==> src/rtl/mep_pkg.sv <==
// ----------------------------------------------------------------------------
// MUS event stream parser package
// Shared types and constants for the byte-serial MUS music parser.
// ----------------------------------------------------------------------------
package mep_pkg;

    localparam int unsigned POS_W = 18;

    typedef enum logic [3:0] {
        PH_SIG,
        PH_HDR,
        PH_INSTR,
        PH_CHECK,
        PH_EVENT,
        PH_PAY1,
        PH_PAY2,
        PH_DELAY,
        PH_DONE
    } t_phase;

    typedef enum logic [2:0] {
        KIND_HEADER = 3'd0,
        KIND_INSTR  = 3'd1,
        KIND_EVENT  = 3'd2,
        KIND_DELAY  = 3'd3,
        KIND_END    = 3'd4,
        KIND_ERROR  = 3'd5
    } t_kind;

    typedef enum logic [1:0] {
        ERR_SIGNATURE  = 2'd0,
        ERR_PADDING    = 2'd1,
        ERR_UNKNOWN    = 2'd2,
        ERR_UNEXPECTED = 2'd3
    } t_error;

    localparam logic [2:0] EV_PLAY       = 3'd1;
    localparam logic [2:0] EV_CONTROLLER = 3'd4;
    localparam logic [2:0] EV_MEASURE    = 3'd5;
    localparam logic [2:0] EV_END        = 3'd6;
    localparam logic [2:0] EV_UNKNOWN    = 3'd7;

    localparam logic [7:0] MASK_TYPE    = 8'h07;
    localparam logic [7:0] MASK_CHANNEL = 8'h0F;
    localparam logic [7:0] MASK_FLAG    = 8'h80;
    localparam logic [7:0] MASK_LOW7    = ~8'h80;

    localparam logic [2:0] LAST_HDR_WORD = 3'd5;
    localparam logic [2:0] SONG_OFS_WORD = 3'd1;
    localparam logic [2:0] INSTR_CNT_WORD = 3'd4;

    typedef struct packed {
        logic [7:0] data_byte;
        logic       stream_end;
    } t_item;

    typedef struct packed {
        logic [2:0]  result_kind;
        logic [15:0] word_index;
        logic [15:0] word_value;
        logic [2:0]  event_type;
        logic [3:0]  channel;
        logic [7:0]  first_value;
        logic [7:0]  second_value;
        logic        has_second;
        logic        ends_tick;
        logic [31:0] delay;
        logic [1:0]  error_code;
    } t_result;

    typedef struct packed {
        logic halted;
    } t_status;

    function automatic logic [7:0] sig_byte(input logic [1:0] idx);
        logic [7:0] b;
        case (idx)
            2'd0: b = 8'h4D;
            2'd1: b = 8'h55;
            2'd2: b = 8'h53;
            default: b = 8'h1A;
        endcase
        return b;
    endfunction

endpackage

==> src/rtl/mep_decode.sv <==
// ----------------------------------------------------------------------------
// MUS parser decode stage
// Holds the parse state and turns one byte per transfer into at most one
// result, all in combinational logic.
// ----------------------------------------------------------------------------
module mep_decode import mep_pkg::*; #(
    parameter int unsigned DELAY_WIDTH = 32
) (
    input  logic    i_clk,
    input  logic    i_rst_n,
    input  logic    i_step,
    input  t_item   i_item,
    output logic    o_res_valid,
    output t_result o_result,
    output t_status o_status
);

    t_phase                 r_phase, n_phase;
    logic [POS_W-1:0]       r_position, n_position;
    logic [7:0]             r_low_byte, n_low_byte;
    logic [15:0]            r_song_offset, n_song_offset;
    logic [15:0]            r_instr_total, n_instr_total;
    logic [15:0]            r_instr_left, n_instr_left;
    logic [2:0]             r_cur_type, n_cur_type;
    logic [3:0]             r_cur_channel, n_cur_channel;
    logic                   r_cur_last, n_cur_last;
    logic [7:0]             r_payload_first, n_payload_first;
    logic                   r_volume_pending, n_volume_pending;
    logic [DELAY_WIDTH-1:0] r_delay_acc, n_delay_acc;

    logic [POS_W-1:0]        pos_inc;
    logic [POS_W-1:0]        hdr_idx;
    logic [15:0]             word;
    t_phase                  eff_phase;
    logic                    res_valid;
    t_result                 res;

    assign pos_inc   = r_position + POS_W'(1);
    assign hdr_idx   = (pos_inc - POS_W'(5)) >> 1;
    assign word      = {i_item.data_byte, r_low_byte};

    always_comb begin
        n_phase          = r_phase;
        n_position       = r_position;
        n_low_byte       = r_low_byte;
        n_song_offset    = r_song_offset;
        n_instr_total    = r_instr_total;
        n_instr_left     = r_instr_left;
        n_cur_type       = r_cur_type;
        n_cur_channel    = r_cur_channel;
        n_cur_last       = r_cur_last;
        n_payload_first  = r_payload_first;
        n_volume_pending = r_volume_pending;
        n_delay_acc      = r_delay_acc;
        res_valid        = 1'b0;
        res              = '0;
        eff_phase        = (r_phase == PH_CHECK) ? PH_EVENT : r_phase;

        if (r_phase == PH_DONE) begin
            res_valid = 1'b0;
        end else if (r_phase == PH_CHECK && r_position != POS_W'(r_song_offset)) begin
            res_valid      = 1'b1;
            res.result_kind = KIND_ERROR;
            res.error_code = ERR_PADDING;
            n_phase        = PH_DONE;
        end else if (i_item.stream_end) begin
            res_valid      = 1'b1;
            res.result_kind = KIND_ERROR;
            res.error_code = ERR_UNEXPECTED;
            n_phase        = PH_DONE;
        end else begin
            n_phase = eff_phase;
            case (eff_phase)
                PH_SIG: begin
                    if (i_item.data_byte != sig_byte(r_position[1:0])) begin
                        res_valid       = 1'b1;
                        res.result_kind = KIND_ERROR;
                        res.error_code  = ERR_SIGNATURE;
                        n_phase         = PH_DONE;
                    end else begin
                        n_position = pos_inc;
                        if (pos_inc >= POS_W'(4)) begin
                            n_phase = PH_HDR;
                        end
                    end
                end
                PH_HDR, PH_INSTR: begin
                    n_position = pos_inc;
                    if (!r_position[0]) begin
                        n_low_byte = i_item.data_byte;
                    end else begin
                        res_valid      = 1'b1;
                        res.word_value = word;
                        if (eff_phase == PH_HDR) begin
                            res.result_kind = KIND_HEADER;
                            res.word_index  = 16'(hdr_idx);
                            if (hdr_idx == POS_W'(SONG_OFS_WORD)) begin
                                n_song_offset = word;
                            end
                            if (hdr_idx == POS_W'(INSTR_CNT_WORD)) begin
                                n_instr_total = word;
                                n_instr_left  = word;
                            end
                            if (hdr_idx == POS_W'(LAST_HDR_WORD)) begin
                                n_phase = (r_instr_left == 16'd0) ? PH_CHECK : PH_INSTR;
                            end
                        end else begin
                            res.result_kind = KIND_INSTR;
                            res.word_index  = r_instr_total - r_instr_left;
                            n_instr_left    = r_instr_left - 16'd1;
                            if (n_instr_left == 16'd0) begin
                                n_phase = PH_CHECK;
                            end
                        end
                    end
                end
                PH_EVENT: begin
                    n_cur_type       = 3'((i_item.data_byte >> 4) & MASK_TYPE);
                    n_cur_channel    = 4'(i_item.data_byte & MASK_CHANNEL);
                    n_cur_last       = i_item.data_byte[7];
                    n_payload_first  = 8'd0;
                    n_volume_pending = 1'b0;
                    if (n_cur_type == EV_UNKNOWN) begin
                        res_valid       = 1'b1;
                        res.result_kind = KIND_ERROR;
                        res.error_code  = ERR_UNKNOWN;
                        n_phase         = PH_DONE;
                    end else if (n_cur_type == EV_END) begin
                        res_valid       = 1'b1;
                        res.result_kind = KIND_END;
                        res.event_type  = EV_END;
                        res.channel     = n_cur_channel;
                        res.ends_tick   = n_cur_last;
                        n_phase         = PH_DONE;
                    end else if (n_cur_type == EV_MEASURE) begin
                        res_valid = 1'b1;
                    end else begin
                        n_phase = PH_PAY1;
                    end
                end
                PH_PAY1: begin
                    if (r_cur_type == EV_PLAY) begin
                        n_payload_first = i_item.data_byte & MASK_LOW7;
                        if ((i_item.data_byte & MASK_FLAG) != 8'd0) begin
                            n_volume_pending = 1'b1;
                            n_phase          = PH_PAY2;
                        end else begin
                            res_valid = 1'b1;
                        end
                    end else begin
                        n_payload_first = i_item.data_byte;
                        if (r_cur_type == EV_CONTROLLER) begin
                            n_phase = PH_PAY2;
                        end else begin
                            res_valid = 1'b1;
                        end
                    end
                end
                PH_PAY2: begin
                    n_volume_pending = 1'b0;
                    res_valid        = 1'b1;
                    res.second_value = i_item.data_byte;
                    res.has_second   = 1'b1;
                end
                PH_DELAY: begin
                    n_delay_acc = (r_delay_acc << 7)
                                + DELAY_WIDTH'(i_item.data_byte & MASK_LOW7);
                    if ((i_item.data_byte & MASK_FLAG) == 8'd0) begin
                        res_valid       = 1'b1;
                        res.result_kind = KIND_DELAY;
                        res.delay       = 32'(n_delay_acc);
                        n_phase         = PH_EVENT;
                    end
                end
                default: begin
                    n_phase = PH_DONE;
                end
            endcase

            // Event results share one format; the result kind is left at zero
            // above only for these paths.
            if (res_valid && (eff_phase == PH_PAY1 || eff_phase == PH_PAY2 ||
                              (eff_phase == PH_EVENT && n_cur_type == EV_MEASURE))) begin
                res.result_kind = KIND_EVENT;
                res.event_type  = n_cur_type;
                res.channel     = n_cur_channel;
                res.first_value = n_payload_first;
                res.ends_tick   = n_cur_last;
                if (n_cur_last) begin
                    n_delay_acc = '0;
                    n_phase     = PH_DELAY;
                end else begin
                    n_phase = PH_EVENT;
                end
            end
        end
    end

    always_ff @(posedge i_clk) begin
        if (!i_rst_n) begin
            r_phase          <= PH_SIG;
            r_position       <= '0;
            r_low_byte       <= '0;
            r_song_offset    <= '0;
            r_instr_total    <= '0;
            r_instr_left     <= '0;
            r_cur_type       <= '0;
            r_cur_channel    <= '0;
            r_cur_last       <= 1'b0;
            r_payload_first  <= '0;
            r_volume_pending <= 1'b0;
            r_delay_acc      <= '0;
        end else if (i_step) begin
            r_phase          <= n_phase;
            r_position       <= n_position;
            r_low_byte       <= n_low_byte;
            r_song_offset    <= n_song_offset;
            r_instr_total    <= n_instr_total;
            r_instr_left     <= n_instr_left;
            r_cur_type       <= n_cur_type;
            r_cur_channel    <= n_cur_channel;
            r_cur_last       <= n_cur_last;
            r_payload_first  <= n_payload_first;
            r_volume_pending <= n_volume_pending;
            r_delay_acc      <= n_delay_acc;
        end
    end

    assign o_res_valid     = res_valid;
    assign o_result        = res;
    assign o_status.halted = (r_phase == PH_DONE);

endmodule

==> src/rtl/mep_out_reg.sv <==
// ----------------------------------------------------------------------------
// MUS parser result register
// One-entry output register that can be reloaded in the cycle it is drained.
// ----------------------------------------------------------------------------
module mep_out_reg import mep_pkg::*; (
    input  logic    i_clk,
    input  logic    i_rst_n,
    input  logic    i_load,
    input  t_result i_result,
    output logic    o_space,
    output logic    o_valid,
    input  logic    i_ready,
    output t_result o_result
);

    logic    r_valid;
    t_result r_result;

    assign o_space = !r_valid || i_ready;

    always_ff @(posedge i_clk) begin
        if (!i_rst_n) begin
            r_valid <= 1'b0;
        end else if (i_load) begin
            r_valid <= 1'b1;
        end else if (i_ready) begin
            r_valid <= 1'b0;
        end
    end

    always_ff @(posedge i_clk) begin
        if (i_load) begin
            r_result <= i_result;
        end
    end

    assign o_valid  = r_valid;
    assign o_result = r_result;

endmodule

==> src/rtl/mus_event_stream_parser.sv <==
// ----------------------------------------------------------------------------
// MUS event stream parser
// Parses a MUS music file one byte per transfer and reports header words,
// instrument words, events, tick delays, the end event and errors.
//
// The input channel (i_valid, o_ready, i_item) carries one file byte or an
// end-of-stream mark per transfer. The output channel (o_valid, i_ready,
// o_result) carries the results; each input byte gives zero or one result.
// A byte is decoded in the cycle it is accepted and its result appears in the
// output register on the next cycle. The block takes one byte every cycle as
// long as the output register is empty or is drained in the same cycle; the
// single output register sets that figure. When the receiver stalls with a
// result waiting, o_ready drops until the result is taken. After an end event
// or an error the parser halts and accepts bytes without producing results
// until reset. Reset is synchronous and returns the parser to the signature
// check with no result pending.
// ----------------------------------------------------------------------------
module mus_event_stream_parser import mep_pkg::*; #(
    parameter int unsigned DELAY_WIDTH = 32
) (
    input  logic    i_clk,
    input  logic    i_rst_n,
    input  logic    i_valid,
    output logic    o_ready,
    input  t_item   i_item,
    output logic    o_valid,
    input  logic    i_ready,
    output t_result o_result
);

    logic    step;
    logic    res_valid;
    t_result res;
    t_status status;
    logic    space;

    assign o_ready = space;
    assign step    = i_valid && space;

    mep_decode #(
        .DELAY_WIDTH(DELAY_WIDTH)
    ) u_decode (
        .i_clk      (i_clk),
        .i_rst_n    (i_rst_n),
        .i_step     (step),
        .i_item     (i_item),
        .o_res_valid(res_valid),
        .o_result   (res),
        .o_status   (status)
    );

    mep_out_reg u_out_reg (
        .i_clk   (i_clk),
        .i_rst_n (i_rst_n),
        .i_load  (step && res_valid),
        .i_result(res),
        .o_space (space),
        .o_valid (o_valid),
        .i_ready (i_ready),
        .o_result(o_result)
    );

    assert property (@(posedge i_clk) disable iff (!i_rst_n)
        status.halted && !o_valid |=> !o_valid)
        else $error("Result produced after the parser halted.");

    assert property (@(posedge i_clk) disable iff (!i_rst_n)
        o_valid && (o_result.result_kind == KIND_ERROR ||
                    o_result.result_kind == KIND_END) |-> status.halted)
        else $error("End or error result without the parser halting.");

    assert property (@(posedge i_clk) disable iff (!i_rst_n)
        !o_valid |-> o_ready)
        else $error("Input stalled while the result register is empty.");

    assert property (@(posedge i_clk) disable iff (!i_rst_n)
        o_valid && !i_ready |=> o_valid && $stable(o_result))
        else $error("Stalled result changed before its transfer.");

endmodule
==> config.mk <==
export PLATFORM = sky130hd
export DESIGN_NAME = mus_event_stream_parser
export DESIGN_NICKNAME = d
export VERILOG_FILES = /design/src/rtl/mep_pkg.sv /design/src/rtl/mep_decode.sv /design/src/rtl/mep_out_reg.sv /design/src/rtl/mus_event_stream_parser.sv
export SDC_FILE = /design/constraint.sdc
export NUM_CORES = 1
export LEC_CHECK = 0
export ABC_AREA = 1
export BUFFER_PORTS_ARGS = -buffer_cell sky130_fd_sc_hd__buf_2
export CAP_MARGIN = 20
export CORE_MARGIN = 5
export CORE_UTILIZATION = 60
export DETAILED_ROUTE_END_ITERATION = 10
export PLACE_DENSITY = 0.81
export SLEW_MARGIN = 20
export SYNTH_ARGS = -nofsm -noshare
export SYNTH_HDL_FRONTEND = slang
export SYNTH_SLANG_ARGS = --single-unit
export TNS_END_PERCENT = 50
==> constraint.sdc <==
create_clock -name i_clk -period 4.5 [get_ports i_clk]
set_input_delay 0 -clock i_clk [delete_from_list [all_inputs] [get_ports i_clk]]
set_output_delay 0 -clock i_clk [all_outputs]
set_load 0.02 [all_outputs]
# Word-level counts from Yosys, hierarchy flattened
# Cells that the tools add are included.
# totals
ff_bits,221
latch_bits,0
ramBits,0
mem_bits_ro,0
in_bits,13
out_inout_bits,96
wordCells,177
mem_count,0
# classes
addsub,5
mul,0
div_mod_pow,0
n_lt_le_gt_ge,1
eq_ne,23
shift,0
mux,84
bitwise,9
n_reduce_logical,30
# ops
operator,n
32-bit 2-to-1 mux,3
4-bit 2-to-1 mux,18
8-bit 2-to-1 mux,5
18-bit case mux with 2 select lines,1
17-bit by 3-bit equality test with 1-bit output (second input constant),2
33-bit 2-to-1 mux,1
32-bit by 7-bit adder with 32-bit output,1
16-bit zero test,2
16-bit 2-to-1 mux,2
3-bit 2-to-1 mux,10
1-bit 2-to-1 mux,28
4-bit case mux with 6 select lines,1
7-bit 2-to-1 mux,3
7-bit case mux with 3 select lines,1
18-bit by 1-bit adder with 18-bit output (second input constant),1
18-bit by 3-bit greater-or-equal comparator with 1-bit output (second input constant),1
18-bit 2-to-1 mux,1
18-bit by 16-bit != test with 1-bit output,1
18-bit by 3-bit subtractor with 18-bit output (second input constant),1
17-bit by 1-bit equality test with 1-bit output (second input constant),1
17-bit 2-to-1 mux,1
4-bit by 3-bit equality test with 1-bit output (second input constant),4
8-bit case mux with 2 select lines,1
8-bit AND reduction,2
31 further kinds,60

# Logic depth before layout (Yosys ltp)
# depth
word_depth,18
ltp_mapped,21

# By module
# Synthesis repeated with hierarchy kept, for this count alone.
# unflattened
hier_cells,1454
hier_area_um2,11144.4
# by_module_without_submodules
mod,instances,cells_per_inst,area_each_um2
mep_decode,1,1350,8257.9
mep_out_reg,1,100,2869.0
mus_event_stream_parser,1,4,17.5

# Worst setup path after synthesis
# Ideal clock, no wire load.
# synth_timing
path_kind,flip-flop to flip-flop
from,reg u_decode.r_position[0]
to,"reg u_out_reg.r_result (netlist bit u_out_reg.o_result[0]), enable pin"
setup_ps,448
arrival_time_ps,3530
path_slack_ps,522
stages_incl_launch_ff,13
n_path_buf,0
synth_period_minus_slack_ps,3978
path_cell_list,dfxtp_1 inv_2 ha_1 inv_1 nand2_1 o211ai_1 a211oi_1 nand3_1 nand2_1 o21a_1 nand3_1 o21ai_0 inv_1
# synth_between
elab_chain_cells,16
# synth_rtl
item,line_no,rtl
start: declaration,mep_decode.sv:19,"logic [POS_W-1:0] r_position, n_position;"
start signal: assignment,mep_decode.sv:215,r_position <= n_position;
2-bit equality test (tied with other cells),mep_pkg.sv:77,case (idx)
7-bit case mux with 3 select lines,mep_pkg.sv:77,
8-bit 2-to-1 mux,mep_decode.sv:73,case (eff_phase)
8-bit 2-to-1 mux,mep_decode.sv:66,end else if (i_item.stream_end) begin
8-bit 2-to-1 mux,mep_decode.sv:61,end else if (r_phase == PH_CHECK && r_position != POS_W'(r_song_offset)) begin
8-bit 2-to-1 mux,mep_decode.sv:59,if (r_phase == PH_DONE) begin
8-bit != test,mep_decode.sv:75,if (i_item.data_byte != sig_byte(r_position[1:0])) begin
1-bit 2-to-1 mux,mep_decode.sv:75,
1-bit case mux with 6 select lines,mep_decode.sv:73,
1-bit 2-to-1 mux,mep_decode.sv:66,
1-bit 2-to-1 mux,mep_decode.sv:61,
1-bit 2-to-1 mux,mep_decode.sv:59,
1-bit 2-to-1 mux,mep_decode.sv:66,
1-bit 2-to-1 mux (*),mep_decode.sv:61,
1-bit 2-to-1 mux (*),mep_decode.sv:59,
1-bit logical AND (*),mus_event_stream_parser.sv:55,".i_load (step && res_valid),"
net u_out_reg.i_load,mep_out_reg.sv:8,"input logic i_load,"
end signal: assignment,mep_out_reg.sv:33,r_result <= i_result;
end: declaration,mep_out_reg.sv:17,t_result r_result;
# The timed path passes the listed nets; every way through them passes the cells marked *. The select of a mux whose other input is x is not followed.
# A chain may end at the register's enable or synchronous reset.

# Worst setup path after layout
# layout_timing
from,reg u_decode.r_position[0]
to,reg u_decode.r_instr_left[3]
# layout_between
elab_chain_cells,5
# layout_rtl
item,line_no,rtl
18-bit by 1-bit adder with 18-bit output,mep_decode.sv:38,assign pos_inc = r_position + POS_W'(1);
net u_decode.pos_inc[0],mep_decode.sv:31,logic [POS_W-1:0] pos_inc;
18-bit by 3-bit subtractor with 18-bit output,mep_decode.sv:39,assign hdr_idx = (pos_inc - POS_W'(5)) >> 1;
17-bit by 3-bit equality test with 1-bit output,mep_decode.sv:100,if (hdr_idx == POS_W'(INSTR_CNT_WORD)) begin
2-bit != test (no source line),-,
7-bit AND reduction (no source line),-,
end signal: assignment,mep_decode.sv:219,r_instr_left <= n_instr_left;
end: declaration,mep_decode.sv:23,"logic [15:0] r_instr_left, n_instr_left;"
# The timed path passes the listed nets, and every way through them passes these cells.

==> summary.md <==
| Metric | Value |
|---|---|
| Setup ws final | `918 ps` |
| Top_reg_cell synth | `dfxtp_1` |
| Fill count | `1434` |
| Yosys warns | `0` |
| Clk_skew | `19.8 ps` |
| Initial antenna violation count | `1` |
| # setup viols final | `0` |
| Hold/Removal Path Class | `input pin to register` |
| Commonest cells after routing, fill and taps aside | `nand2_1 (234), inv_1 (190), nor2_1 (158)` |
| Largest net degree at the start of global routing | `81` |
| Die area | `roughly 0.021 sq mm` |
| Syn Area/Cell | `about 7.9 sq um` |
| Remaining DRCs | `0` |
| Routability congestion estimate | `0.925` |
| WS Path Type | `register to register` |
| ANT nets after route | `0` |
| Detail-routed via count per cell | `approximately 5.7` |
| Total iterations of the first detailed-routing run | `6` |
| DP HPWL | `20.2 mm` |
| Final Max Slew Viols | `0` |
| Num rows | `a little under 50` |
| Total negative slack | `0 ps` |
| Netlist cell types | `48` |
| Synth async-reset ratio | `0` |
| Syn_nets | `around 1400` |
| Via count | `~10000` |
| IO Port Bufs | `between 100 and 150` |
| CTS max path bufs | `3` |
| Num ports | `between 100 and 150` |
| Synthesized cell area | `around 0.011 sq mm` |
| WL final | `slightly below 30 mm` |
| Worst-path clk slew | `60 ps` |
| Relative max-transition margin | `0.368` |
| Required @ worst endpoint | `about 4900 ps` |
| Fin crit share | `0.796` |
| Power Dens Cells | `between 300 and 400 mW/mm^2` |
| Die H | `146 um` |
| Vias in the first global route | `9207` |
| Clk sinks | `around 210` |
| Die W | `approximately 150 um` |
| Core region area | `roughly 0.018 sq mm` |
| RSZ-0062 raised after global routing | `false` |
| Clock Tree Root | `clkbuf_16` |
| Tmin final | `3580 ps` |
| Worst VDD drop | `around 0.00035 V` |
| Actual transition at the worst max-transition pin | `946 ps` |
| Share of layout cells above drive strength 1 | `0.132` |
| Starting DRT DRC Count | `between 900 and 1000` |
| Seq cells post-synth | `214` |
| CP arrival | `approximately 3900 ps` |
| Gr ovfl total | `0` |
| Net count reported at finish | `about 1500` |
| GRT Resource Usage Total | `0.268` |
| Status | `completed` |
| Post-CTS Setup Bufs | `0` |
| FMAX | `around 280 MHz` |
| Wire per inst | `between 15 and 20 um` |
| Most common cell after layout, fill and taps aside | `nand2_1` |
| Initial core utilization | `0.614` |
| Clock latency on the worst-skew pair | `around 520 ps` |
| CTS tree | `yes` |
| Crit. End Element | `register` |
| First-pass GRT wire length | `between 40 and 50 mm` |
| Static leakage | `about 5.2 nW` |
| Synthesized instance count | `~1400` |
| EDFF count, synth | `94` |
| Setup slack at placement | `1040 ps` |
| Worst setup SP type | `register` |
| Crit Path Max Fanout | `31` |
| TritonCTS buffer count | `23` |
| Max-cap violation count | `0` |
| Post-synthesis sequential area ratio | `0.470` |
| Area grow syn2layout | `13.8%` |
| Htree depth | `1` |
| Final Hold Fails | `0` |
-- through the flow --
step                hold WS (ps)  total power, mW  cell area, sq um  cells   util
floorplan                    177             2.53             11100   1414      -
global placement             334             2.67             11800   1704  0.652
detailed placement           311             2.68             11800   1704  0.652
CTS                          145             4.53             12600   1756  0.699
global route                 183             4.68             12600   1756  0.699
finish                       184             4.51             12600   1757  0.699
-- routing by layer --
layer / routed length [um] / global-route usage
met2: 13500 / 0.431
met5: 0 / 0
met1: 12900 / 0.377
met3: 2470 / 0.0477
met4: 732 / 0.0729
-- report_power, final --
part           leakage, nW  internal (mW)  switching (mW)  total (mW)
logic                 2.98          0.144           0.360       0.504
clock network        0.358           1.09           0.763        1.85
registers             1.89           2.12          0.0354        2.15
total                 5.23           3.35            1.16        4.51
-- final cells by class --
class                      instances  area [sq um]  share of cell area
clock inverter                     5          66.3             0.00524
antenna                            1          2.50            0.000198
sequential                       214          5230               0.413
clock buffer                      36           674              0.0533
timing repair buffer             131           753              0.0596
multi-input combinational        942          4890               0.387
tap                              229           287              0.0227
inverter                         199           748              0.0592
-- final timing paths --
kind	startpoint	end	slack, ps	depth (start not counted)
worst min-delay path	i_rst_n	u_decode.r_cur_channel[3]$_SDFFE_PN0P_	180	4
worst max-delay path	u_decode.r_position[0]$_SDFFE_PN0P_	u_decode.r_instr_left[3]$_SDFFE_PN0P_	920	18
worst min register to register	u_decode.r_cur_channel[3]$_SDFFE_PN0P_	u_decode.r_cur_channel[3]$_SDFFE_PN0P_	450	2
worst max register to register	u_decode.r_position[0]$_SDFFE_PN0P_	u_decode.r_instr_left[3]$_SDFFE_PN0P_	920	18
-- critical path, stage by stage (launching register included) --
cell and delay (ps):
dfxtp_1 490, inv_2 190, ha_1 370, nor2_2 200, nor2_1 120, nor2_4 150
nand3_1 110, nor2_2 160, nand2_1 90, nor2_1 120, nand2_1 60, nand2_1 110
nand3_1 100, nor2_2 220, nand3_2 110, nand2_2 90, nand3_4 340, nor2_1 320
a211oi_2 50
-- cell usage after synthesis (17+ instances only) --
master,n,share of area
nand2_1,235,0.079
inv_1,191,0.065
nor2_1,158,0.053
a21oi_1,143,0.064
o21ai_0,134,0.060
dfxtp_1,120,0.22
edfxtp_1,94,0.25
nand3_1,55,0.025
clkbuf_1,43,0.015
a211oi_1,32,0.022
xor2_1,22,0.017
ha_1,21,0.024
nand4_1,19,0.011
o21ai_1,17,0.0077
-- what timing repair did --
action | CTS | global route
hold buffers | 11 | 0
endpoints found under the setup margin | 0 | 0
gates resized for setup | 0 | 0
endpoints found under the hold margin | 31 | 0
-- cell families after synthesis --
| kind of cell | after synthesis | synth area share |
|---|---|---|
| AND/OR/NAND/NOR | 520 | 0.203 |
| buffers and inverters | 258 | 0.0901 |
| adder cells (fa/ha/maj) | 22 | 0.0254 |
| AO/OA/AOI/OAI | 370 | 0.188 |
| flip-flops | 214 | 0.470 |
| XOR/XNOR | 30 | 0.0236 |
-- state kept, by name, indices dropped and copies added, names as in the netlist --
register,flops
u_out_reg.o_result,94
u_decode.r_delay_acc,25
u_decode.r_position,18
u_decode.r_instr_left,16
u_decode.r_instr_total,16
u_decode.r_song_offset,16
u_decode.r_low_byte,8
u_decode.r_payload_first,8
u_decode.r_cur_channel,4
u_decode.r_phase,4
u_decode.r_cur_type,3
u_decode.r_cur_last,1
u_out_reg.o_valid,1
Power figures use the tool's default switching activity.
